--- src/rtl/lightpath_wavelength_switch_table_macros.svh ---
// ----------------------------------------------------------------------------
// Assertion macros for the lightpath wavelength switch table.
// Both macros sample on i_clk and are disabled while i_rst_n is low.
// ----------------------------------------------------------------------------
`ifndef LIGHTPATH_WAVELENGTH_SWITCH_TABLE_MACROS_SVH
`define LIGHTPATH_WAVELENGTH_SWITCH_TABLE_MACROS_SVH

// The consequent must hold in the same cycle as the antecedent.
`define LWST_CHK_NOW(lbl, ante, cons, msg) \
    lbl: assert property (@(posedge i_clk) disable iff (!i_rst_n) (ante) |-> (cons)) \
        else $error(msg);

// The consequent must hold in the cycle after the antecedent.
`define LWST_CHK_NEXT(lbl, ante, cons, msg) \
    lbl: assert property (@(posedge i_clk) disable iff (!i_rst_n) (ante) |=> (cons)) \
        else $error(msg);

`endif

--- src/rtl/lwst_pkg.sv ---
// ----------------------------------------------------------------------------
// lwst_pkg
// Shared types, codes and defaults for the wavelength switch table.
// ----------------------------------------------------------------------------
`default_nettype none

package lwst_pkg;

    localparam int TABLE_DEPTH_DEF = 64;

    // Action codes of an input item.
    localparam logic [1:0] ACT_SETUP    = 2'd0;
    localparam logic [1:0] ACT_TEARDOWN = 2'd1;
    localparam logic [1:0] ACT_SWITCH   = 2'd2;
    localparam logic [1:0] ACT_NOP      = 2'd3;

    // Status codes of a result item.
    localparam logic [2:0] ST_FORWARDED = 3'd0;
    localparam logic [2:0] ST_DROPPED   = 3'd1;
    localparam logic [2:0] ST_STORED    = 3'd2;
    localparam logic [2:0] ST_FULL      = 3'd3;
    localparam logic [2:0] ST_REMOVED   = 3'd4;
    localparam logic [2:0] ST_NOT_FOUND = 3'd5;

    typedef struct packed {
        logic [1:0] action;
        logic [7:0] in_port;
        logic [7:0] in_wave;
        logic [7:0] out_port;
        logic [7:0] out_wave;
    } t_in;

    typedef struct packed {
        logic [2:0] status;
        logic [7:0] hop_port;
        logic [7:0] hop_wave;
        logic [6:0] entries_used;
    } t_out;

    typedef enum logic [1:0] {
        OP_SETUP,
        OP_TEARDOWN,
        OP_SWITCH
    } t_op;

    // A classified command handed from the front end to the table engine.
    typedef struct packed {
        t_op        op;
        logic [7:0] in_port;
        logic [7:0] in_wave;
        logic [7:0] out_port;
        logic [7:0] out_wave;
    } t_cmd;

endpackage

`default_nettype wire

--- src/rtl/lwst_front.sv ---
// ----------------------------------------------------------------------------
// lwst_front
// Accepts input items, classifies the action and queues commands.
// ----------------------------------------------------------------------------
`default_nettype none

module lwst_front (
    input  wire logic          i_clk,
    input  wire logic          i_rst_n,
    input  wire logic          push,
    output logic               full,
    input  wire lwst_pkg::t_in i_item,
    output logic               o_cmd_valid,
    input  wire logic          i_cmd_ready,
    output lwst_pkg::t_cmd     o_cmd
);

    lwst_pkg::t_cmd r_q [2];
    logic [1:0]     r_cnt;
    logic           r_wptr;
    logic           r_rptr;

    lwst_pkg::t_cmd cls_cmd;
    logic           cls_keep;
    logic           q_push;
    logic           q_pop;

    // Unused action codes are accepted and dropped here.
    always_comb begin
        cls_cmd.in_port  = i_item.in_port;
        cls_cmd.in_wave  = i_item.in_wave;
        cls_cmd.out_port = i_item.out_port;
        cls_cmd.out_wave = i_item.out_wave;
        cls_keep         = 1'b1;
        case (i_item.action)
            lwst_pkg::ACT_SETUP:    cls_cmd.op = lwst_pkg::OP_SETUP;
            lwst_pkg::ACT_TEARDOWN: cls_cmd.op = lwst_pkg::OP_TEARDOWN;
            lwst_pkg::ACT_SWITCH:   cls_cmd.op = lwst_pkg::OP_SWITCH;
            default: begin
                cls_cmd.op = lwst_pkg::OP_SWITCH;
                cls_keep   = 1'b0;
            end
        endcase
    end

    assign full        = (r_cnt == 2'd2);
    assign o_cmd_valid = (r_cnt != 2'd0);
    assign o_cmd       = r_q[r_rptr];
    assign q_push      = push && !full && cls_keep;
    assign q_pop       = o_cmd_valid && i_cmd_ready;

    always_ff @(posedge i_clk) begin
        if (q_push) begin
            r_q[r_wptr] <= cls_cmd;
        end
    end

    always_ff @(posedge i_clk) begin
        if (!i_rst_n) begin
            r_cnt  <= 2'd0;
            r_wptr <= 1'b0;
            r_rptr <= 1'b0;
        end else begin
            if (q_push) begin
                r_wptr <= !r_wptr;
            end
            if (q_pop) begin
                r_rptr <= !r_rptr;
            end
            if (q_push && !q_pop) begin
                r_cnt <= r_cnt + 2'd1;
            end else if (q_pop && !q_push) begin
                r_cnt <= r_cnt - 2'd1;
            end
        end
    end

endmodule

`default_nettype wire

--- src/rtl/lwst_engine.sv ---
// ----------------------------------------------------------------------------
// lwst_engine
// Holds the mapping table in a memory and carries out one command at a time.
// ----------------------------------------------------------------------------
`default_nettype none

module lwst_engine #(
    parameter int TABLE_DEPTH = lwst_pkg::TABLE_DEPTH_DEF
) (
    input  wire logic           i_clk,
    input  wire logic           i_rst_n,
    input  wire logic           i_cmd_valid,
    output logic                o_cmd_ready,
    input  wire lwst_pkg::t_cmd i_cmd,
    output logic                o_res_valid,
    input  wire logic           i_res_ready,
    output lwst_pkg::t_out      o_res
);

    localparam int AW = $clog2(TABLE_DEPTH);
    localparam int CW = $clog2(TABLE_DEPTH + 1);
    localparam logic [CW:0] DEPTH_X = (CW+1)'(TABLE_DEPTH);

    typedef enum logic [1:0] {
        S_IDLE,
        S_SCAN,
        S_SHIFT,
        S_RESULT
    } t_state;

    logic [31:0]      r_mem [TABLE_DEPTH];
    logic [31:0]      r_rdata;

    t_state           r_state, n_state;
    lwst_pkg::t_op    r_op, n_op;
    logic [31:0]      r_key, n_key;
    logic [AW-1:0]    r_idx, n_idx;
    logic [CW-1:0]    r_count, n_count;
    logic [2:0]       r_status, n_status;
    logic [7:0]       r_np, n_np;
    logic [7:0]       r_nw, n_nw;

    logic [AW-1:0]    rd_addr;
    logic             wr_en;
    logic [AW-1:0]    wr_addr;
    logic [31:0]      wr_data;
    logic [CW:0]      idx_p1;
    logic [CW:0]      idx_p2;
    logic [CW:0]      cnt_x;
    logic             hit;

    assign idx_p1 = (CW+1)'(r_idx) + (CW+1)'(1);
    assign idx_p2 = (CW+1)'(r_idx) + (CW+1)'(2);
    assign cnt_x  = (CW+1)'(r_count);

    // A switch matches on the input pair alone, a teardown on the whole entry.
    assign hit = (r_op == lwst_pkg::OP_SWITCH) ? (r_rdata[31:16] == r_key[31:16])
                                               : (r_rdata == r_key);

    always_comb begin
        n_state  = r_state;
        n_op     = r_op;
        n_key    = r_key;
        n_idx    = r_idx;
        n_count  = r_count;
        n_status = r_status;
        n_np     = r_np;
        n_nw     = r_nw;
        rd_addr  = r_idx;
        wr_en    = 1'b0;
        wr_addr  = r_idx;
        wr_data  = r_rdata;
        case (r_state)
            S_IDLE: begin
                if (i_cmd_valid) begin
                    n_op    = i_cmd.op;
                    n_key   = {i_cmd.in_port, i_cmd.in_wave, i_cmd.out_port, i_cmd.out_wave};
                    n_idx   = '0;
                    n_np    = 8'd0;
                    n_nw    = 8'd0;
                    rd_addr = '0;
                    n_state = S_RESULT;
                    case (i_cmd.op)
                        lwst_pkg::OP_SETUP: begin
                            if (cnt_x < DEPTH_X) begin
                                wr_en    = 1'b1;
                                wr_addr  = AW'(r_count);
                                wr_data  = n_key;
                                n_count  = r_count + CW'(1);
                                n_status = lwst_pkg::ST_STORED;
                            end else begin
                                n_status = lwst_pkg::ST_FULL;
                            end
                        end
                        lwst_pkg::OP_TEARDOWN: begin
                            n_status = lwst_pkg::ST_NOT_FOUND;
                            if (r_count != '0) begin
                                n_state = S_SCAN;
                            end
                        end
                        default: begin
                            n_status = lwst_pkg::ST_DROPPED;
                            if (r_count != '0) begin
                                n_state = S_SCAN;
                            end
                        end
                    endcase
                end
            end
            S_SCAN: begin
                if (hit) begin
                    if (r_op == lwst_pkg::OP_SWITCH) begin
                        n_status = lwst_pkg::ST_FORWARDED;
                        n_np     = r_rdata[15:8];
                        n_nw     = r_rdata[7:0];
                        n_state  = S_RESULT;
                    end else if (idx_p1 < cnt_x) begin
                        // Later entries move up one place each.
                        rd_addr = AW'(idx_p1);
                        n_state = S_SHIFT;
                    end else begin
                        n_count  = r_count - CW'(1);
                        n_status = lwst_pkg::ST_REMOVED;
                        n_state  = S_RESULT;
                    end
                end else if (idx_p1 < cnt_x) begin
                    rd_addr = AW'(idx_p1);
                    n_idx   = AW'(idx_p1);
                end else begin
                    n_state = S_RESULT;
                end
            end
            S_SHIFT: begin
                wr_en   = 1'b1;
                wr_addr = r_idx;
                wr_data = r_rdata;
                n_idx   = AW'(idx_p1);
                if (idx_p2 < cnt_x) begin
                    rd_addr = AW'(idx_p2);
                end else begin
                    n_count  = r_count - CW'(1);
                    n_status = lwst_pkg::ST_REMOVED;
                    n_state  = S_RESULT;
                end
            end
            S_RESULT: begin
                if (i_res_ready) begin
                    n_state = S_IDLE;
                end
            end
            default: begin
                n_state = S_IDLE;
            end
        endcase
    end

    always_ff @(posedge i_clk) begin
        if (wr_en) begin
            r_mem[wr_addr] <= wr_data;
        end
        r_rdata <= r_mem[rd_addr];
    end

    always_ff @(posedge i_clk) begin
        if (!i_rst_n) begin
            r_state  <= S_IDLE;
            r_op     <= lwst_pkg::OP_SETUP;
            r_key    <= '0;
            r_idx    <= '0;
            r_count  <= '0;
            r_status <= lwst_pkg::ST_FORWARDED;
            r_np     <= 8'd0;
            r_nw     <= 8'd0;
        end else begin
            r_state  <= n_state;
            r_op     <= n_op;
            r_key    <= n_key;
            r_idx    <= n_idx;
            r_count  <= n_count;
            r_status <= n_status;
            r_np     <= n_np;
            r_nw     <= n_nw;
        end
    end

    assign o_cmd_ready        = (r_state == S_IDLE);
    assign o_res_valid        = (r_state == S_RESULT);
    assign o_res.status       = r_status;
    assign o_res.hop_port     = r_np;
    assign o_res.hop_wave     = r_nw;
    assign o_res.entries_used = 7'(r_count);

endmodule

`default_nettype wire

--- src/rtl/lwst_resq.sv ---
// ----------------------------------------------------------------------------
// lwst_resq
// Two-place result queue between the table engine and the result port.
// ----------------------------------------------------------------------------
`default_nettype none

module lwst_resq (
    input  wire logic           i_clk,
    input  wire logic           i_rst_n,
    input  wire logic           i_res_valid,
    output logic                o_res_ready,
    input  wire lwst_pkg::t_out i_res,
    output logic                empty,
    input  wire logic           pop,
    output lwst_pkg::t_out      o_result
);

    lwst_pkg::t_out r_q [2];
    logic [1:0]     r_cnt;
    logic           r_wptr;
    logic           r_rptr;
    logic           q_push;
    logic           q_pop;

    assign o_res_ready = (r_cnt != 2'd2);
    assign empty       = (r_cnt == 2'd0);
    assign o_result    = r_q[r_rptr];
    assign q_push      = i_res_valid && o_res_ready;
    assign q_pop       = pop && !empty;

    always_ff @(posedge i_clk) begin
        if (q_push) begin
            r_q[r_wptr] <= i_res;
        end
    end

    always_ff @(posedge i_clk) begin
        if (!i_rst_n) begin
            r_cnt  <= 2'd0;
            r_wptr <= 1'b0;
            r_rptr <= 1'b0;
        end else begin
            if (q_push) begin
                r_wptr <= !r_wptr;
            end
            if (q_pop) begin
                r_rptr <= !r_rptr;
            end
            if (q_push && !q_pop) begin
                r_cnt <= r_cnt + 2'd1;
            end else if (q_pop && !q_push) begin
                r_cnt <= r_cnt - 2'd1;
            end
        end
    end

endmodule

`default_nettype wire

--- src/rtl/lightpath_wavelength_switch_table.sv ---
// A setup, or any item on an empty table, goes from the engine's idle state straight to its
// result state; a switch or teardown first scans the entries in order, and a teardown then
// shifts the later entries up. The table engine handles one item at a time: it takes a command
// in its idle state and holds the result in its result state until the result queue takes it.
// Reset (synchronous, active low) empties the table and both queues; the table memory
// itself is not cleared, as only the first entries_used places are ever read.
// ----------------------------------------------------------------------------
// lightpath_wavelength_switch_table
// Wavelength cross-connect mapping table with setup, teardown and switch items.
// ----------------------------------------------------------------------------
`default_nettype none

`include "lightpath_wavelength_switch_table_macros.svh"

module lightpath_wavelength_switch_table #(
    parameter int TABLE_DEPTH = lwst_pkg::TABLE_DEPTH_DEF
) (
    input  wire logic          i_clk,
    input  wire logic          i_rst_n,
    input  wire logic          push,
    output logic               full,
    input  wire lwst_pkg::t_in i_item,
    output logic               empty,
    input  wire logic          pop,
    output lwst_pkg::t_out     o_result
);

    // Commands travel from the front end to the engine through a two-place queue, so the input
    // side keeps taking items while the engine scans the table, until that queue is full.
    logic           cmd_valid;
    logic           cmd_ready;
    lwst_pkg::t_cmd cmd;

    // Finished results wait in the result queue, so the engine can start the
    // next item while the consumer holds off popping.
    logic           res_valid;
    logic           res_ready;
    lwst_pkg::t_out res;

    // Conditions watched by the checks at the end of the module.
    logic           res_not_fwd;
    logic           hop_zero;
    logic           status_ok;
    logic           item_kept;

    lwst_front u_front (
        .i_clk       (i_clk),
        .i_rst_n     (i_rst_n),
        .push        (push),
        .full        (full),
        .i_item      (i_item),
        .o_cmd_valid (cmd_valid),
        .i_cmd_ready (cmd_ready),
        .o_cmd       (cmd)
    );

    // The engine keeps entries packed in insertion order. Lookups scan from the
    // oldest entry, and a teardown moves every later entry up by one place.
    lwst_engine #(
        .TABLE_DEPTH (TABLE_DEPTH)
    ) u_engine (
        .i_clk       (i_clk),
        .i_rst_n     (i_rst_n),
        .i_cmd_valid (cmd_valid),
        .o_cmd_ready (cmd_ready),
        .i_cmd       (cmd),
        .o_res_valid (res_valid),
        .i_res_ready (res_ready),
        .o_res       (res)
    );

    lwst_resq u_resq (
        .i_clk       (i_clk),
        .i_rst_n     (i_rst_n),
        .i_res_valid (res_valid),
        .o_res_ready (res_ready),
        .i_res       (res),
        .empty       (empty),
        .pop         (pop),
        .o_result    (o_result)
    );

    assign res_not_fwd = !empty && (o_result.status != lwst_pkg::ST_FORWARDED);
    assign hop_zero    = (o_result.hop_port == 8'd0) && (o_result.hop_wave == 8'd0);
    assign status_ok   = (o_result.status <= lwst_pkg::ST_NOT_FOUND);
    assign item_kept   = push && !full && (i_item.action != lwst_pkg::ACT_NOP);

    // Only a forwarded packet carries a non-zero next hop.
    `LWST_CHK_NOW(a_hop_zero, res_not_fwd, hop_zero, "hop set on an unforwarded result")

    // Status codes stay within the defined set.
    `LWST_CHK_NOW(a_status_range, !empty, status_ok, "undefined status code")

    // A meaningful item accepted at the input is waiting for the engine next cycle.
    `LWST_CHK_NEXT(a_cmd_queued, item_kept, cmd_valid, "accepted item not queued")

endmodule

`default_nettype wire

--- config.mk ---
export PLATFORM = sky130hd
export DESIGN_NAME = lightpath_wavelength_switch_table
export DESIGN_NICKNAME = d
export VERILOG_FILES = /design/src/rtl/lwst_pkg.sv /design/src/rtl/lwst_front.sv /design/src/rtl/lwst_engine.sv /design/src/rtl/lwst_resq.sv /design/src/rtl/lightpath_wavelength_switch_table.sv
export VERILOG_INCLUDE_DIRS = /design/src /design/src/rtl
export SDC_FILE = /design/constraint.sdc
export NUM_CORES = 2
export LEC_CHECK = 0
export ABC_AREA = 0
export BUFFER_PORTS_ARGS = -buffer_cell sky130_fd_sc_hd__clkbuf_2
export CORE_MARGIN = 2
export CORE_UTILIZATION = 50
export DETAILED_ROUTE_END_ITERATION = 16
export PLACE_DENSITY = 0.67
export SLEW_MARGIN = 20
export SYNTH_ARGS = -nofsm -noshare
export SYNTH_HDL_FRONTEND = slang
export SYNTH_HIERARCHICAL = 1
export SYNTH_SLANG_ARGS = --single-unit
--- constraint.sdc ---
create_clock -name i_clk -period 5.3 [get_ports i_clk]
set_clock_uncertainty 0.2 [all_clocks]
set_input_delay 0.53 -clock i_clk [delete_from_list [all_inputs] [get_ports i_clk]]
set_output_delay 0.53 -clock i_clk [all_outputs]
set_load 0.02 [all_outputs]
; Yosys cells after proc, flatten, opt, wreduce, memory -nomap -nowiden
; Memory sizes are Yosys's and may differ from the RTL's. A register that Yosys moved wholly into a read port is not among the register bits.
; Cells that the tools add are included.
[totals]
ff_bits = 76
latchBits = 0
mem_bits_rw = 2168
romBits = 0
in_bits = 38
out_inout_bits = 28
elab_cells = 157
n_memories = 3
[op_classes]
n_addsub = 8
n_mul = 0
div_mod_pow = 0
n_lt_le_gt_ge = 3
n_eq_ne = 23
shift = 0
n_mux = 70
bitwise = 0
reduce_logical = 36
[memory_table]
columns = name, depth, width, rd, rd_clocked_by_memory_dff, wr, line
row1 = u_engine.r_mem, 64, 32, 1, 1, 1, lwst_engine.sv:31  ; logic [31:0] r_mem [TABLE_DEPTH];
row2 = u_front.r_q, 2, 34, 1, 1, 1, lwst_front.sv:18  ; lwst_pkg::t_cmd r_q [2];
row3 = u_resq.r_q, 2, 26, 1, 1, 1, lwst_resq.sv:18  ; lwst_pkg::t_out r_q [2];
[op_table]
columns = operator, count
row1 = 32-bit 2-to-1 mux, 4
row2 = 6-bit 2-to-1 mux, 10
row3 = 7-bit 2-to-1 mux, 7
row4 = 8-bit 2-to-1 mux, 5
row5 = 6-bit one-hot mux with 3 select lines, 2
row6 = 32-bit equality test, 1
row7 = 8-bit one-hot mux with 2 select lines, 2
row8 = 2-bit 2-to-1 mux, 12
row9 = 7-bit one-hot mux with 3 select lines, 1
row10 = 1-bit 2-to-1 mux, 17
row11 = 16-bit equality test, 1
row12 = 8-bit by 7-bit less-than comparator with 1-bit output, 2
row13 = 3-bit 2-to-1 mux, 5
row14 = "2-bit inequality test, second input constant", 6
row15 = "2-bit equality test, second input constant", 5
row16 = 1-bit zero test, 10
row17 = "2-bit by 1-bit inequality test with 1-bit output, second input constant", 5
row18 = 1-bit logical AND, 9
row19 = 3-bit one-hot mux with 3 select lines, 1
row20 = 2-bit zero test, 4
row21 = 2-bit one-hot mux with 4 select lines, 1
row22 = 4-bit AND reduction, 2
row23 = 8-bit AND reduction, 1
row24 = 2-bit nonzero test, 4
row25 = other kinds (17), 23

; Logic depth before layout (Yosys ltp)
[logic_depth]
ltp_word = 8
mapped_depth = 20

; Hierarchy
; The synthesis kept the hierarchy.
[by_module_without_submodules]
columns = module, instances, cells_per_inst, area_per_inst_um2, seq_area_each_um2
row1 = lwst_engine, 1, 5928, 87560.2, 63500.9
row2 = lwst_front, 1, 133, 2705.1, 2142.1
row3 = lwst_resq, 1, 105, 2112.0, 1661.6

; Worst setup path before layout
; Ideal clock, no wire load.
[synth_timing]
path_type = reg-to-reg
start = reg with a tool-made name
end = mem u_engine.r_mem[49][0], enable pin
setup_ns = 0.421
arrival_ns = 3.768
required_time_ns = 4.679
path_slack_ns = 0.911
path_stages_with_launch = 12
path_cell_list = dfxtp_1 buf_2 buf_2 mux2_2 nor3_1 and2_1 clkbuf_1 clkbuf_1 nand3_1 a21oi_1 nand2_1 nor2_1
[synth_lines]
columns = element, line
row1 = "end, declared", lwst_engine.sv:31

; Worst setup path after layout
[layout_timing]
start = reg u_engine.r_idx[3]
end = reg u_engine.r_rdata[4], read port of u_engine.r_mem
[layout_between]
elab_chain_len = 6
elab_cells_between_ends = 10
classes_between = add/sub (2) / order compare (2) / mux (6)
[layout_lines]
columns = element, line
row1 = "start, declared", lwst_engine.sv:37  ; logic [AW-1:0] r_idx, n_idx;
row2 = "start signal, assigned", lwst_engine.sv:178  ; r_idx <= n_idx;
row3 = 6-bit by 1-bit adder with 7-bit output, lwst_engine.sv:52  ; assign idx_p1 = (CW+1)'(r_idx) + (CW+1)'(1);
row4 = 8-bit by 7-bit less-than comparator with 1-bit output, "lwst_engine.sv:117, lwst_engine.sv:126"
row5 = 6-bit 2-to-1 mux, "lwst_engine.sv:117, lwst_engine.sv:126"
row6 = 6-bit 2-to-1 mux, lwst_engine.sv:112  ; if (r_op == lwst_pkg::OP_SWITCH) begin
row7 = 6-bit 2-to-1 mux, lwst_engine.sv:111  ; if (hit) begin
row8 = 6-bit one-hot mux with 3 select lines *, lwst_engine.sv:73  ; case (r_state)
row9 = "end, declared", lwst_engine.sv:32  ; logic [31:0] r_rdata;
; Every way passes the cells marked *; elsewhere a longest branch is shown, timed or not.
; A chain may end at the register's enable or synchronous reset.

==> results by group <==
Min path
  – Cell depth of the worst hold path: 2
  – Hold Path Class: in2reg
  – Hold Path Origin: i_item[27]
  – WHS Endpoint: u_front/r_q[0][27]

CTS
  – CTS max path bufs: 3
  – H-tree depth: 4
  – CTS Root Cell: clkbuf_16
  – CTS tree: done
  – Clock Latency Late Sink: 890 ps
  – Clock sink total: 2278
  – Worst-path clk slew: 60 ps
  – CTS Buf Count: 218

Placed design
  – Final GP Congestion: 0.9520
  – Dpl ws: -383.1 ps
  – Placed Area: 98690 sq um
  – Hpwl dp: 169.3 mm
  – Port bufs: 65
  – DP Cell Count: 8722

Status
  – Outcome: finished, violations left
  – Failing checks: negative setup slack

Routing
  – Drt first pass iters: 8
  – Routed vias: 57558
  – Vias/cell: 6.277
  – DR iter-0 viols: 7444
  – DRC: 0
  – Detail Route Antenna Nets: 0
  – WL final: 275.8 mm
  – WL per Instance: 30.08 um

Setup path
  – R2r endpoint: u_engine/r_rdata[4]
  – Reg2Reg Setup Slack: -50 ps
  – Setup CP Type: reg2reg
  – Reg2Reg Depth: 18
  – Critical Path RT: 5920 ps
  – Reg2reg start: u_engine/r_idx[3]
  – WP data arrival: 5960 ps
  – CP startpoint kind: flop
  – CP Max Fanout: 18
  – CP endpoint kind: flop

Global route
  – First-pass GRT wire length: 391.1 mm
  – Largest net degree at the start of global routing: 65
  – Vias in the first global route: 54505
  – Grt total ovfl: 0
  – Initial antenna violation count: 10
  – Global Route Usage Sum: 0.2905

STA
  – Fin crit share: 1.009
  – Fmax achieved: 0.1871 GHz
  – Worst-margin pin slew: 1118 ps
  – Setup-failing EPs final: 1
  – Minimum clock period: 5345 ps
  – RSZ-0062 raised after global routing: true
  – Total Neg Setup Slack: -45.33 ps
  – Max-slew violations: 0
  – Relative slew slack: 0.2517
  – WHS: 199.8 ps
  – Final Hold Vio Count: 0
  – Final worst slack: -45.33 ps

Cells and area
  – Most common cell after layout, fill and taps aside: edfxtp_1
  – Layout Utilization: 0.5805
  – Most frequent cells in the layout: 2168 x edfxtp_1, 1100 x nand2_1, 522 x mux2i_1, 370 x nand3_1, 332 x buf_4
  – Design area: 106400 sq um
  – Fin nets: 6588
  – Share of layout cells above drive strength 1: 0.1683
  – Non-filler instance count after layout: 9170
  – P&R area growth vs syn: 15.17%

Synthesis
  – Commonest register cell after synthesis: edfxtp_1
  – Mapped cell area: 92380 sq um
  – Post-synthesis register bit count: 2278
  – Post-synth ARST share: 0
  – Syn Area/Cell: 14.98 sq um
  – Post-synth EDFFs: 2168
  – Netlist cell types: 94
  – Sequential fraction of the synthesis area: 0.7286
  – Gate Count Post-Synth: 6166
  – Yosys warning count: 6
  – Post-Syn Nets: 6230

Flow run
  – Max-Cap Viols: 0

Floorplan
  – Die width: 433.8 um
  – CORE AREA: 183300 sq um
  – # rows: 157
  – Die Y: 433.8 um
  – Initial core utilization: 0.5040
  – Die Area: 188200 sq um
  – I/O pins: 66

Power
  – Power density over cell area: 648.1 nW/um^2
  – Leak: 37.87 nW
  – Tot Pwr: 68.95 mW
  – Max IR drop VDD: 530.1 uV
-- flip-flops by register name, summed over array words and instances (netlist names), 2 cells and up, named ones only --
signal / flops
u_engine/r_mem: 2048
u_front/r_q: 68
u_resq/r_q: 52
u_engine/r_key: 32
u_engine/r_rdata: 32
u_engine/r_np: 8
u_engine/r_nw: 8
u_engine/r_count: 7
u_engine/r_idx: 6
u_engine/r_status: 3
u_engine/r_op: 2
u_engine/r_state: 2
u_front/r_cnt: 2
u_resq/r_cnt: 2
-- cell type report --
type,instances,area [sq um]
Antenna cell,2,5.005
Clock buffer,270,5836
Clock inverter,130,1266
Fill cell,13714,76890
Inverter,24,90.09
Multi-Input combinational cell,3467,23610
Sequential cell,2278,67310
Tap cell,2464,3083
Timing Repair Buffer,535,5191
-- what timing repair did --
item,4_1_cts,5_1_grt
resized for setup,10,21
endpoints found under the setup margin,10,23
hold buffers,38,0
buffers inserted,5,4
endpoints found under the hold margin,91,0
pin swaps,3,5
-- worst max-delay path: stages, from the launching register on --
cell	delay [ps]
dfxtp_1	560
nand2_1	240
nor2_1	230
xor2_1	90
ha_1	310
nand2_1	90
o21ai_0	400
a211o_1	220
o211ai_1	280
nor3_4	350
buf_12	240
nor2_2	70
buf_4	200
buf_4	190
and3_1	150
o41ai_1	490
buf_4	200
nand4b_1	490
o211a_1	260
-- per-layer routing --
layer  track usage  wire [um]  part of all wire  up-vias
met1        0.3938     104900              0.38    28972
met3       0.07510      33260              0.12      612
met5             0         78           0.00028        -
met4        0.1382      14150             0.051        8
li1              -          -                 -    24428
met2        0.4390     123400              0.45     3538
-- power by group --
part / switching, mW / internal (mW)
Combinational: 19.6 / 9.69
Clock: 6.79 / 8.63
Sequential: 0.689 / 23.6
-- cells by family (layout without fill, tap and decap cells) --
family | Yosys count | after routing | synth area share
multiplexers | 675 | 675 | 0.07873
flip-flops | 2278 | 2278 | 0.7286
XOR/XNOR | 52 | 52 | 0.004930
AND/OR/NAND/NOR | 1922 | 1922 | 0.09497
other | 0 | 2 | 0
adder cells (fa/ha/maj) | 26 | 26 | 0.003603
AO/OA/AOI/OAI | 792 | 792 | 0.06461
buffers and inverters | 421 | 959 | 0.02457
-- cells in the mapped netlist, types with 27 or more instances --
master | count | area (sq um)
o211ai_1 | 42 | 315.3
a2111oi_0 | 27 | 236.5
o21ai_0 | 65 | 325.3
clkbuf_1 | 128 | 480.5
edfxtp_1 | 2168 | 65100
and4_1 | 85 | 744.5
a21boi_0 | 40 | 300.3
a21oi_1 | 90 | 450.4
mux4_2 | 29 | 653.1
buf_6 | 28 | 315.3
dfxtp_1 | 110 | 2202
buf_4 | 61 | 457.9
buf_2 | 156 | 780.8
o22a_1 | 29 | 254.0
nand4_1 | 31 | 193.9
a211oi_1 | 164 | 1231
a311oi_1 | 42 | 367.9
and3_1 | 71 | 444.2
nor2b_1 | 32 | 200.2
mux2i_1 | 523 | 5235
nand3_1 | 371 | 1857
mux2_2 | 123 | 1385
nand2_1 | 1132 | 4249
xor2_1 | 39 | 341.6
nor2_1 | 103 | 386.6
a31oi_1 | 33 | 206.5
-- worst max-delay path by stage --
| stage | cells after the start | from | slack [ps] | end |
|---|---|---|---|---|
| 3_5_place_dp | 17 | u_engine/r_idx[1] | -380 | u_engine/r_rdata[4] |
| 2_1_floorplan | 11 | flop | 910 | u_engine/r_mem[49][0] |
| 6_report | 18 | u_engine/r_idx[3] | -50 | u_engine/r_rdata[4] |
| 4_1_cts | 17 | u_engine/r_idx[1] | 6 | u_engine/r_rdata[2] |
| 3_3_place_gp | 16 | u_engine/r_idx[1] | -340 | u_engine/r_rdata[15] |
| 5_1_grt | 17 | u_engine/r_idx[1] | -50 | u_engine/r_rdata[4] |
Note: power is estimated with default switching activity, not from simulation.
